### config.mk
export PLATFORM = sky130hd
export DESIGN_NAME = nmea_sentence_filter_chunker_top
export DESIGN_NICKNAME = d
export VERILOG_FILES = /design/src/rtl/nsfc_pkg.sv /design/src/rtl/nsfc_line_capture.sv /design/src/rtl/nmea_sentence_filter_chunker_top.sv
export SDC_FILE = /design/constraint.sdc
export NUM_CORES = 1
export LEC_CHECK = 0
export ABC_AREA = 1
export BUFFER_PORTS_ARGS = -buffer_cell sky130_fd_sc_hd__clkbuf_2
export CAP_MARGIN = 30
export CORE_MARGIN = 2
export CORE_UTILIZATION = 25
export DETAILED_ROUTE_END_ITERATION = 8
export HOLD_SLACK_MARGIN = 0.05
export PLACE_DENSITY = 0.47
export SYNTH_ARGS = -nofsm -noshare
export SYNTH_HDL_FRONTEND = slang
export SYNTH_HIERARCHICAL = 1
export SYNTH_SLANG_ARGS = --single-unit
### constraint.sdc
create_clock -name clock -period 3.1 [get_ports clock]
set_clock_uncertainty 0.05 [all_clocks]
set_input_delay 0.465 -clock clock [delete_from_list [all_inputs] [get_ports clock]]
set_output_delay 0.465 -clock clock [all_outputs]
set_load 0.05 [all_outputs]
### src/rtl/nsfc_pkg.sv
// Shared constants and types of the positioning sentence framer.
`default_nettype none
package nsfc_pkg;

   // Characters that frame and identify a sentence.
   localparam logic [7:0] CHAR_DOLLAR  = 8'h24;
   localparam logic [7:0] CHAR_NEWLINE = 8'h0A;
   localparam logic [7:0] CHAR_G       = 8'h47;
   localparam logic [7:0] CHAR_R       = 8'h52;
   localparam logic [7:0] CHAR_M       = 8'h4D;
   localparam logic [7:0] CHAR_C       = 8'h43;
   localparam logic [7:0] CHAR_A       = 8'h41;

   // Shortest line that may be forwarded, and the header bytes kept for matching.
   localparam int MIN_LINE  = 7;
   localparam int HDR_BYTES = 6;

   // Transfer unit handling.
   localparam int        MTU_W        = 10;
   localparam logic [9:0] MIN_MTU      = 10'd23;
   localparam logic [9:0] MTU_OVERHEAD = 10'd3;

   // Result word layout.
   localparam int WORD_BYTES = 8;
   localparam int DATA_W     = 64;
   localparam int COUNT_W    = 4;

   typedef enum logic [1:0] {
      CSR_LINK_CONNECTED = 2'd0,
      CSR_FIRST_ON       = 2'd1,
      CSR_SECOND_ON      = 2'd2,
      CSR_LINK_MTU       = 2'd3
   } csr_index_type;

   typedef enum logic [1:0] {
      RD_IDLE  = 2'd0,
      RD_FETCH = 2'd1,
      RD_PACK  = 2'd2,
      RD_OUT   = 2'd3
   } readout_state_type;

endpackage
`default_nettype wire

### src/rtl/nsfc_line_capture.sv
// Line capture: collects one sentence into the line memory and flags a matching line end.
`default_nettype none
module nsfc_line_capture #(
   parameter int LINE_BYTES = 128
) (
   input  wire logic                            clock,
   input  wire logic                            reset,
   input  wire logic                            byte_valid,
   input  wire logic [7:0]                      byte_data,
   input  wire logic [$clog2(LINE_BYTES)-1:0]   rd_addr,
   output logic      [7:0]                      rd_data,
   output logic                                 line_go,
   output logic      [$clog2(LINE_BYTES)-1:0]   line_len
);

   localparam int CNT_W = $clog2(LINE_BYTES);

   logic [7:0]       mem_ff [LINE_BYTES];
   logic [7:0]       rd_data_ff;
   logic [7:0]       hdr_ff [1:5];
   logic [CNT_W-1:0] fill_ff;
   logic [CNT_W-1:0] fill_in;
   logic             capturing_ff;
   logic             capturing_in;
   logic [CNT_W-1:0] fill_plus;
   logic             room;
   logic             wr_en;
   logic [CNT_W-1:0] wr_addr;
   logic             hdr_match;

   assign fill_plus = fill_ff + CNT_W'(1);
   assign room      = (fill_ff < CNT_W'(LINE_BYTES - 1));
   assign line_len  = fill_plus;
   assign rd_data   = rd_data_ff;

   // Header check covers $G?RMC and $G?GGA; byte zero is always the dollar sign.
   assign hdr_match = (hdr_ff[1] == nsfc_pkg::CHAR_G) &&
                      (((hdr_ff[3] == nsfc_pkg::CHAR_R) && (hdr_ff[4] == nsfc_pkg::CHAR_M) &&
                        (hdr_ff[5] == nsfc_pkg::CHAR_C)) ||
                       ((hdr_ff[3] == nsfc_pkg::CHAR_G) && (hdr_ff[4] == nsfc_pkg::CHAR_G) &&
                        (hdr_ff[5] == nsfc_pkg::CHAR_A)));

   always_comb begin
      fill_in      = fill_ff;
      capturing_in = capturing_ff;
      wr_en        = 1'b0;
      wr_addr      = fill_ff;
      line_go      = 1'b0;
      if (byte_valid) begin
         if (byte_data == nsfc_pkg::CHAR_DOLLAR) begin
            capturing_in = 1'b1;
            fill_in      = CNT_W'(1);
            wr_en        = 1'b1;
            wr_addr      = '0;
         end else if (capturing_ff) begin
            if (room) begin
               wr_en   = 1'b1;
               fill_in = fill_plus;
            end else begin
               capturing_in = 1'b0;
               fill_in      = '0;
            end
            if (byte_data == nsfc_pkg::CHAR_NEWLINE) begin
               line_go      = room && (fill_plus >= CNT_W'(nsfc_pkg::MIN_LINE)) && hdr_match;
               capturing_in = 1'b0;
               fill_in      = '0;
            end
         end
      end
   end

   always_ff @(posedge clock) begin
      if (reset) begin
         fill_ff      <= '0;
         capturing_ff <= 1'b0;
      end else begin
         fill_ff      <= fill_in;
         capturing_ff <= capturing_in;
      end
   end

   always_ff @(posedge clock) begin
      if (wr_en) begin
         mem_ff[wr_addr] <= byte_data;
      end
      if (wr_en && (wr_addr != '0) && (wr_addr < CNT_W'(nsfc_pkg::HDR_BYTES))) begin
         hdr_ff[wr_addr[2:0]] <= byte_data;
      end
      rd_data_ff <= mem_ff[rd_addr];
   end

endmodule
`default_nettype wire

### src/rtl/nmea_sentence_filter_chunker_top.sv
// Top level of the positioning sentence framer: configuration, readout sequencer and result port.
// Bytes from the receiver enter one per beat on the req_ channel and are written into a line
// memory of LINE_BYTES entries; a '$' always restarts the line. When a newline closes a line of
// at least seven bytes that reads $G?RMC or $G?GGA, and the link is connected with at least one
// service subscribed, the line (newline included) is read back one byte per cycle within a word,
// through the memory's single registered read port, and packed into result words of up to eight
// bytes, the earliest byte lowest. Words never straddle a notification chunk of link_mtu - 3 bytes
// (a link_mtu below 23 counts as 23). Each word restarts the memory read in RD_FETCH and then
// waits in the output register in RD_OUT until the result side takes it; for the whole readout
// req_tready is low and no new byte is accepted. Configuration writes on the csr_ port are
// always accepted and must only be issued while no line is being read out.
`default_nettype none
module nmea_sentence_filter_chunker_top #(
   parameter int LINE_BYTES = 128
) (
   input  wire logic        clock,
   input  wire logic        reset,
   // Input stream, one received byte per beat.
   input  wire logic        req_tvalid,
   output logic             req_tready,
   input  wire logic [7:0]  req_tdata,   // [7:0] rx_byte
   // Result stream, one packed word per beat.
   output logic             rsp_tvalid,
   input  wire logic        rsp_tready,
   output logic [71:0]      rsp_tdata,   // [63:0] chunk_data, [67:64] byte_count, rest zero
   output logic             rsp_tlast,   // sentence_end
   output logic [2:0]       rsp_tuser,   // [0] chunk_end, [1] to_first_service,
                                         // [2] to_second_service
   // Configuration writes.
   input  wire logic        csr_valid,
   output logic             csr_ready,
   input  wire logic [1:0]  csr_index,
   input  wire logic [9:0]  csr_data
);

   localparam int CNT_W = $clog2(LINE_BYTES);
   localparam int MTU_W = nsfc_pkg::MTU_W;

   nsfc_pkg::readout_state_type state_ff;
   nsfc_pkg::readout_state_type state_in;

   // Configuration registers.
   logic             link_ff;
   logic             first_ff;
   logic             second_ff;
   logic [MTU_W-1:0] mtu_ff;
   logic [MTU_W-1:0] payload;

   // Capture interface.
   logic             byte_accept;
   logic [7:0]       rd_data;
   logic             line_go;
   logic [CNT_W-1:0] line_len;
   logic             emit_go;

   // Readout counters and the word being assembled.
   logic [CNT_W-1:0] rd_idx_ff;
   logic [CNT_W-1:0] rd_idx_in;
   logic [CNT_W-1:0] line_left_ff;
   logic [CNT_W-1:0] line_left_in;
   logic [MTU_W-1:0] chunk_left_ff;
   logic [MTU_W-1:0] chunk_left_in;
   logic [nsfc_pkg::COUNT_W-1:0] word_cnt_ff;
   logic [nsfc_pkg::COUNT_W-1:0] word_cnt_in;
   logic [nsfc_pkg::COUNT_W-1:0] cnt_plus;
   logic [nsfc_pkg::DATA_W-1:0]  word_ff;
   logic [nsfc_pkg::DATA_W-1:0]  word_in;
   logic [nsfc_pkg::DATA_W-1:0]  packed_word;
   logic             line_last;
   logic             chunk_last;
   logic             word_close;

   // Output register.
   logic [nsfc_pkg::DATA_W-1:0]  rsp_data_ff;
   logic [nsfc_pkg::DATA_W-1:0]  rsp_data_in;
   logic [nsfc_pkg::COUNT_W-1:0] rsp_cnt_ff;
   logic [nsfc_pkg::COUNT_W-1:0] rsp_cnt_in;
   logic             rsp_chunk_end_ff;
   logic             rsp_chunk_end_in;
   logic             rsp_last_ff;
   logic             rsp_last_in;

   assign csr_ready   = 1'b1;
   assign req_tready  = (state_ff == nsfc_pkg::RD_IDLE);
   assign byte_accept = req_tvalid && req_tready;
   assign emit_go     = line_go && link_ff && (first_ff || second_ff);

   // Chunk payload is the transfer unit less the notification header, with a floor of 20 bytes.
   assign payload = ((mtu_ff < nsfc_pkg::MIN_MTU) ? nsfc_pkg::MIN_MTU : mtu_ff)
                    - nsfc_pkg::MTU_OVERHEAD;

   always_ff @(posedge clock) begin
      if (reset) begin
         link_ff   <= 1'b0;
         first_ff  <= 1'b0;
         second_ff <= 1'b0;
         mtu_ff    <= nsfc_pkg::MIN_MTU;
      end else if (csr_valid && csr_ready) begin
         case (nsfc_pkg::csr_index_type'(csr_index))
            nsfc_pkg::CSR_LINK_CONNECTED: link_ff   <= csr_data[0];
            nsfc_pkg::CSR_FIRST_ON:       first_ff  <= csr_data[0];
            nsfc_pkg::CSR_SECOND_ON:      second_ff <= csr_data[0];
            nsfc_pkg::CSR_LINK_MTU:       mtu_ff    <= csr_data;
            default: ;
         endcase
      end
   end

   nsfc_line_capture #(
      .LINE_BYTES (LINE_BYTES)
   ) u_capture (
      .clock      (clock),
      .reset      (reset),
      .byte_valid (byte_accept),
      .byte_data  (req_tdata),
      .rd_addr    (rd_idx_ff),
      .rd_data    (rd_data),
      .line_go    (line_go),
      .line_len   (line_len)
   );

   // The byte read from memory lands in the lane selected by the word's fill count.
   assign cnt_plus   = word_cnt_ff + nsfc_pkg::COUNT_W'(1);
   assign line_last  = (line_left_ff == CNT_W'(1));
   assign chunk_last = (chunk_left_ff == MTU_W'(1)) || line_last;
   assign word_close = (cnt_plus == nsfc_pkg::COUNT_W'(nsfc_pkg::WORD_BYTES)) || chunk_last;

   always_comb begin
      packed_word = word_ff;
      packed_word[{word_cnt_ff[2:0], 3'b000} +: 8] = rd_data;
   end

   // Next state.
   always_comb begin
      state_in = state_ff;
      case (state_ff)
         nsfc_pkg::RD_IDLE: begin
            if (emit_go) begin
               state_in = nsfc_pkg::RD_FETCH;
            end
         end
         nsfc_pkg::RD_FETCH: begin
            state_in = nsfc_pkg::RD_PACK;
         end
         nsfc_pkg::RD_PACK: begin
            if (word_close) begin
               state_in = nsfc_pkg::RD_OUT;
            end
         end
         nsfc_pkg::RD_OUT: begin
            if (rsp_tready) begin
               state_in = rsp_last_ff ? nsfc_pkg::RD_IDLE : nsfc_pkg::RD_FETCH;
            end
         end
         default: state_in = nsfc_pkg::RD_IDLE;
      endcase
   end

   // Datapath controls and outputs.
   always_comb begin
      rd_idx_in        = rd_idx_ff;
      line_left_in     = line_left_ff;
      chunk_left_in    = chunk_left_ff;
      word_cnt_in      = word_cnt_ff;
      word_in          = word_ff;
      rsp_data_in      = rsp_data_ff;
      rsp_cnt_in       = rsp_cnt_ff;
      rsp_chunk_end_in = rsp_chunk_end_ff;
      rsp_last_in      = rsp_last_ff;
      rsp_tvalid       = 1'b0;
      case (state_ff)
         nsfc_pkg::RD_IDLE: begin
            rd_idx_in     = '0;
            line_left_in  = line_len;
            chunk_left_in = payload;
            word_cnt_in   = '0;
            word_in       = '0;
         end
         nsfc_pkg::RD_FETCH: begin
            rd_idx_in = rd_idx_ff + CNT_W'(1);
         end
         nsfc_pkg::RD_PACK: begin
            line_left_in  = line_left_ff - CNT_W'(1);
            chunk_left_in = chunk_last ? payload : (chunk_left_ff - MTU_W'(1));
            if (word_close) begin
               rsp_data_in      = packed_word;
               rsp_cnt_in       = cnt_plus;
               rsp_chunk_end_in = chunk_last;
               rsp_last_in      = line_last;
               word_in          = '0;
               word_cnt_in      = '0;
            end else begin
               rd_idx_in   = rd_idx_ff + CNT_W'(1);
               word_in     = packed_word;
               word_cnt_in = cnt_plus;
            end
         end
         nsfc_pkg::RD_OUT: begin
            rsp_tvalid = 1'b1;
         end
         default: ;
      endcase
   end

   always_ff @(posedge clock) begin
      if (reset) begin
         state_ff <= nsfc_pkg::RD_IDLE;
      end else begin
         state_ff <= state_in;
      end
   end

   always_ff @(posedge clock) begin
      rd_idx_ff        <= rd_idx_in;
      line_left_ff     <= line_left_in;
      chunk_left_ff    <= chunk_left_in;
      word_cnt_ff      <= word_cnt_in;
      word_ff          <= word_in;
      rsp_data_ff      <= rsp_data_in;
      rsp_cnt_ff       <= rsp_cnt_in;
      rsp_chunk_end_ff <= rsp_chunk_end_in;
      rsp_last_ff      <= rsp_last_in;
   end

   assign rsp_tdata = {4'b0000, rsp_cnt_ff, rsp_data_ff};
   assign rsp_tlast = rsp_last_ff;
   assign rsp_tuser = {second_ff, first_ff, rsp_chunk_end_ff};

endmodule
`default_nettype wire

==> results.md <==
- WL final: 148 mm
- Outcome: completed
- Clock latency at the later pin of the worst-skew pair: 0.78 ns
- Clk pin slew, worst setup/hold paths: 0.06 ns
- Synth top area share: 70.5%
- Total track usage: 13.8%
- Fin. Hold Viols: 0
- Initial antenna violation count: 1
- Yosys warnings: 6
- Netlist cell types: 49
- Pins Over Slew Limit: 0
- Ant diodes: 0
- Max-capacitance violation count: 0
- Tot Pwr: 0.0359 W
- Root Buffer: clkbuf_16
- TritonCTS Sinks: 1249
- Vias in the first global route: 33.4k
- Critical Path AT: 3.36 ns
- Commonest cells after routing, fill and taps aside: nand2_1, edfxtp_1, nand3_1
- Part of the Yosys area used for sequential elements: 71.7%
- First-pass GRT wire length: 219 mm
- F_max: 339 MHz
- Iter 0 DRT Violations: 2939
- Kind of critical path: reg2reg
- DRC violations left: 0
- Worst-path maximum fanout: 8
- Filler cell count: 21.0k
- Synth top area cells: edfxtp_1, nand2_1, nand3_1, nor2_1, inv_1
- Die Span X: 459 µm
- Worst Setup Start Kind: register
- Final period util: 95.2%
- Via density: 4.48
- WL/cell: 19.5 µm
- CP Capture Type: register
- Largest net degree at the start of global routing: 133
- Area leader, netlist: edfxtp_1
- Clock power frac: 47.0%
- Placed cell count: 7303
- Setup ws final: 0.149 ns
- Pre-antenna DRT Iters: 6
- Vias: 33.9k
- Num CTS Buffers: 141
- Total net switching power: 0.00734 W
- Switching Share: 20.4%
- RSZ-0062 raised after global routing: no
- Sequential cell fraction of total power: 51.6%
- Site Rows: 167
- Max Buffers Root-to-Sink: 3
- Combinational power share: 1.4%
- Antenna-violating nets left: 0
- Layout cells sized above 1: 12.5%
- Yosys reg bits: 1249
- Die H: 459 µm
- PwrDens: 582 mW/mm²
- H-tree levels: 4
- Overall die area: 0.211 mm²
- Mapped cell area: 0.0519 mm²
- Setup Viol. Count Final: 0
- Worst Path Required: 3.51 ns
- Worst Max-Slew Pin Slew: 0.976 ns
- CTS tree: built
- Post-DP HPWL: 89.4 mm
- Hold Path Class: in2reg
- GR Overflow Total: 0
- Peak VDD IR: 0.537 mV
- Most common cell after layout, fill and taps aside: nand2_1
- Area growth syn-to-layout: 19.1%
- Rel. slew slack: 35.0%
- GP Congestion: 0.806
- Static leakage: 22.4 nW
- Mapped Avg Cell Area: 11.5 µm²
- Non-filler cells, final: 7575
- Placement Setup Slack: -0.390 ns
- Area of the core: 0.207 mm²
- Post-layout min period: 2.95 ns
- Cell internal pwr: 0.0286 W
- Cell count after synthesis: 4522
- Top Ports: 104
- Fin nets: 4799
- Initial Util: 25.1%
- Port bufs: 98
-- logic make-up (layout without fill, tap and decap cells) --
logic type | after synthesis | in the layout | share of synthesized area (%)
other cells | 3 | 13 | 0.0217
compound gates | 135 | 135 | 1.44
flops | 1249 | 1249 | 71.7
mux | 1 | 1 | 0.0193
buf+inv | 454 | 793 | 3.88
fa+ha+maj | 15 | 15 | 0.362
xor+xnor | 16 | 16 | 0.285
simple gates | 2649 | 2649 | 22.3
-- worst max-delay path: stages, from the launching register on --
cell,delay (ns)
dfxtp_1,0.32
inv_1,0.06
ha_1,0.21
nand2_1,0.06
inv_1,0.10
inv_1,0.14
nor2_4,0.06
inv_2,0.17
nand2_1,0.15
nor2_4,0.22
nand3_4,0.23
buf_4,0.29
nor2_1,0.32
buf_4,0.24
-- final cells by class --
type	count	area, µm²	share of cell area, %
Clock buffer	167	3770	6.11
Clock inverter	88	921	1.49
Multi-Input combinational cell	2829	12700	20.6
Inverter	190	737	1.19
Tap cell	2704	3380	5.48
Timing Repair Buffer	348	3030	4.91
Sequential cell	1249	37200	60.2
-- state kept, by name, summed over array words and instances, names as in the netlist, 8 cells and up --
signal	cells
u_capture/hdr_ff	32
chunk_left_ff	10
mtu_ff	10
rsp_data_ff	64
word_ff	64
u_capture/mem_ff	1024
u_capture/rd_data	8
-- power groups by stage --
stage	combinational [W]	clock (W)	sequential (W)
global route	0.000573	0.0180	0.0185
finish	0.000520	0.0169	0.0185
detailed placement	0.000516	0	0.0189
global placement	0.000505	0	0.0189
floorplan	0.000112	0	0.0189
CTS	0.000536	0.0173	0.0185
-- final timing paths --
kind         slack [ns]              startpoint                 endpoint  depth (start not counted)
max                0.15             state_ff[0]  u_capture/mem_ff[11][6]                         13
min                0.16                   reset     u_capture/fill_ff[3]                          2
max reg2reg        0.15             state_ff[0]  u_capture/mem_ff[11][6]                         13
min reg2reg        0.43  u_capture/capturing_ff   u_capture/capturing_ff                          2
-- routing by layer --
layer	routed length, µm	track usage [%]
met2	67000	21.6
met3	7770	2.41
met4	2960	3.55
met1	70200	19.7
met5	0	0
-- per-stage QoR --
step / utilization, % / cell area (µm²) / TNS [ns] / hold slack, ns
final: 29.9 / 61800 / 0 / 0.158
after global routing: 29.9 / 61800 / 0 / 0.136
after CTS: 29.9 / 61700 / -0.196 / 0.127
after global placement: 27.5 / 56800 / -99.64 / 0.433
after floorplan: - / 51900 / 0 / 0.387
after detailed placement: 27.5 / 56800 / -95.43 / 0.419
-- synth_stat cells, drive strengths merged --
| master | number |
|---|---|
| inv | 189 |
| buf | 193 |
| o21ai | 79 |
| o31ai | 1 |
| a21oi | 40 |
| nand3 | 980 |
| nand3b | 2 |
| conb | 3 |
| clkinv | 1 |
| dfxtp | 31 |
| nand2 | 1358 |
| nor3 | 15 |
| a211oi | 10 |
| and2 | 1 |
| clkbuf | 71 |
| xnor2 | 3 |
| nor4 | 7 |
| mux2i | 1 |
| a31oi | 3 |
| or2 | 20 |
| o211ai | 2 |
| edfxtp | 1218 |
| nor4b | 1 |
| nand4 | 8 |
| or3 | 1 |
| ha | 15 |
| xor2 | 13 |
| nor2 | 256 |
-- timing repair --
action,4_1_cts,5_1_grt
gates cloned,0,0
pin swaps,0,0
endpoints found under the setup margin,5,256
buffers inserted,0,0
gates resized for setup,0,9
hold buffers,16,0
endpoints found under the hold margin,14,0
Power figures use the tool's default switching activity.
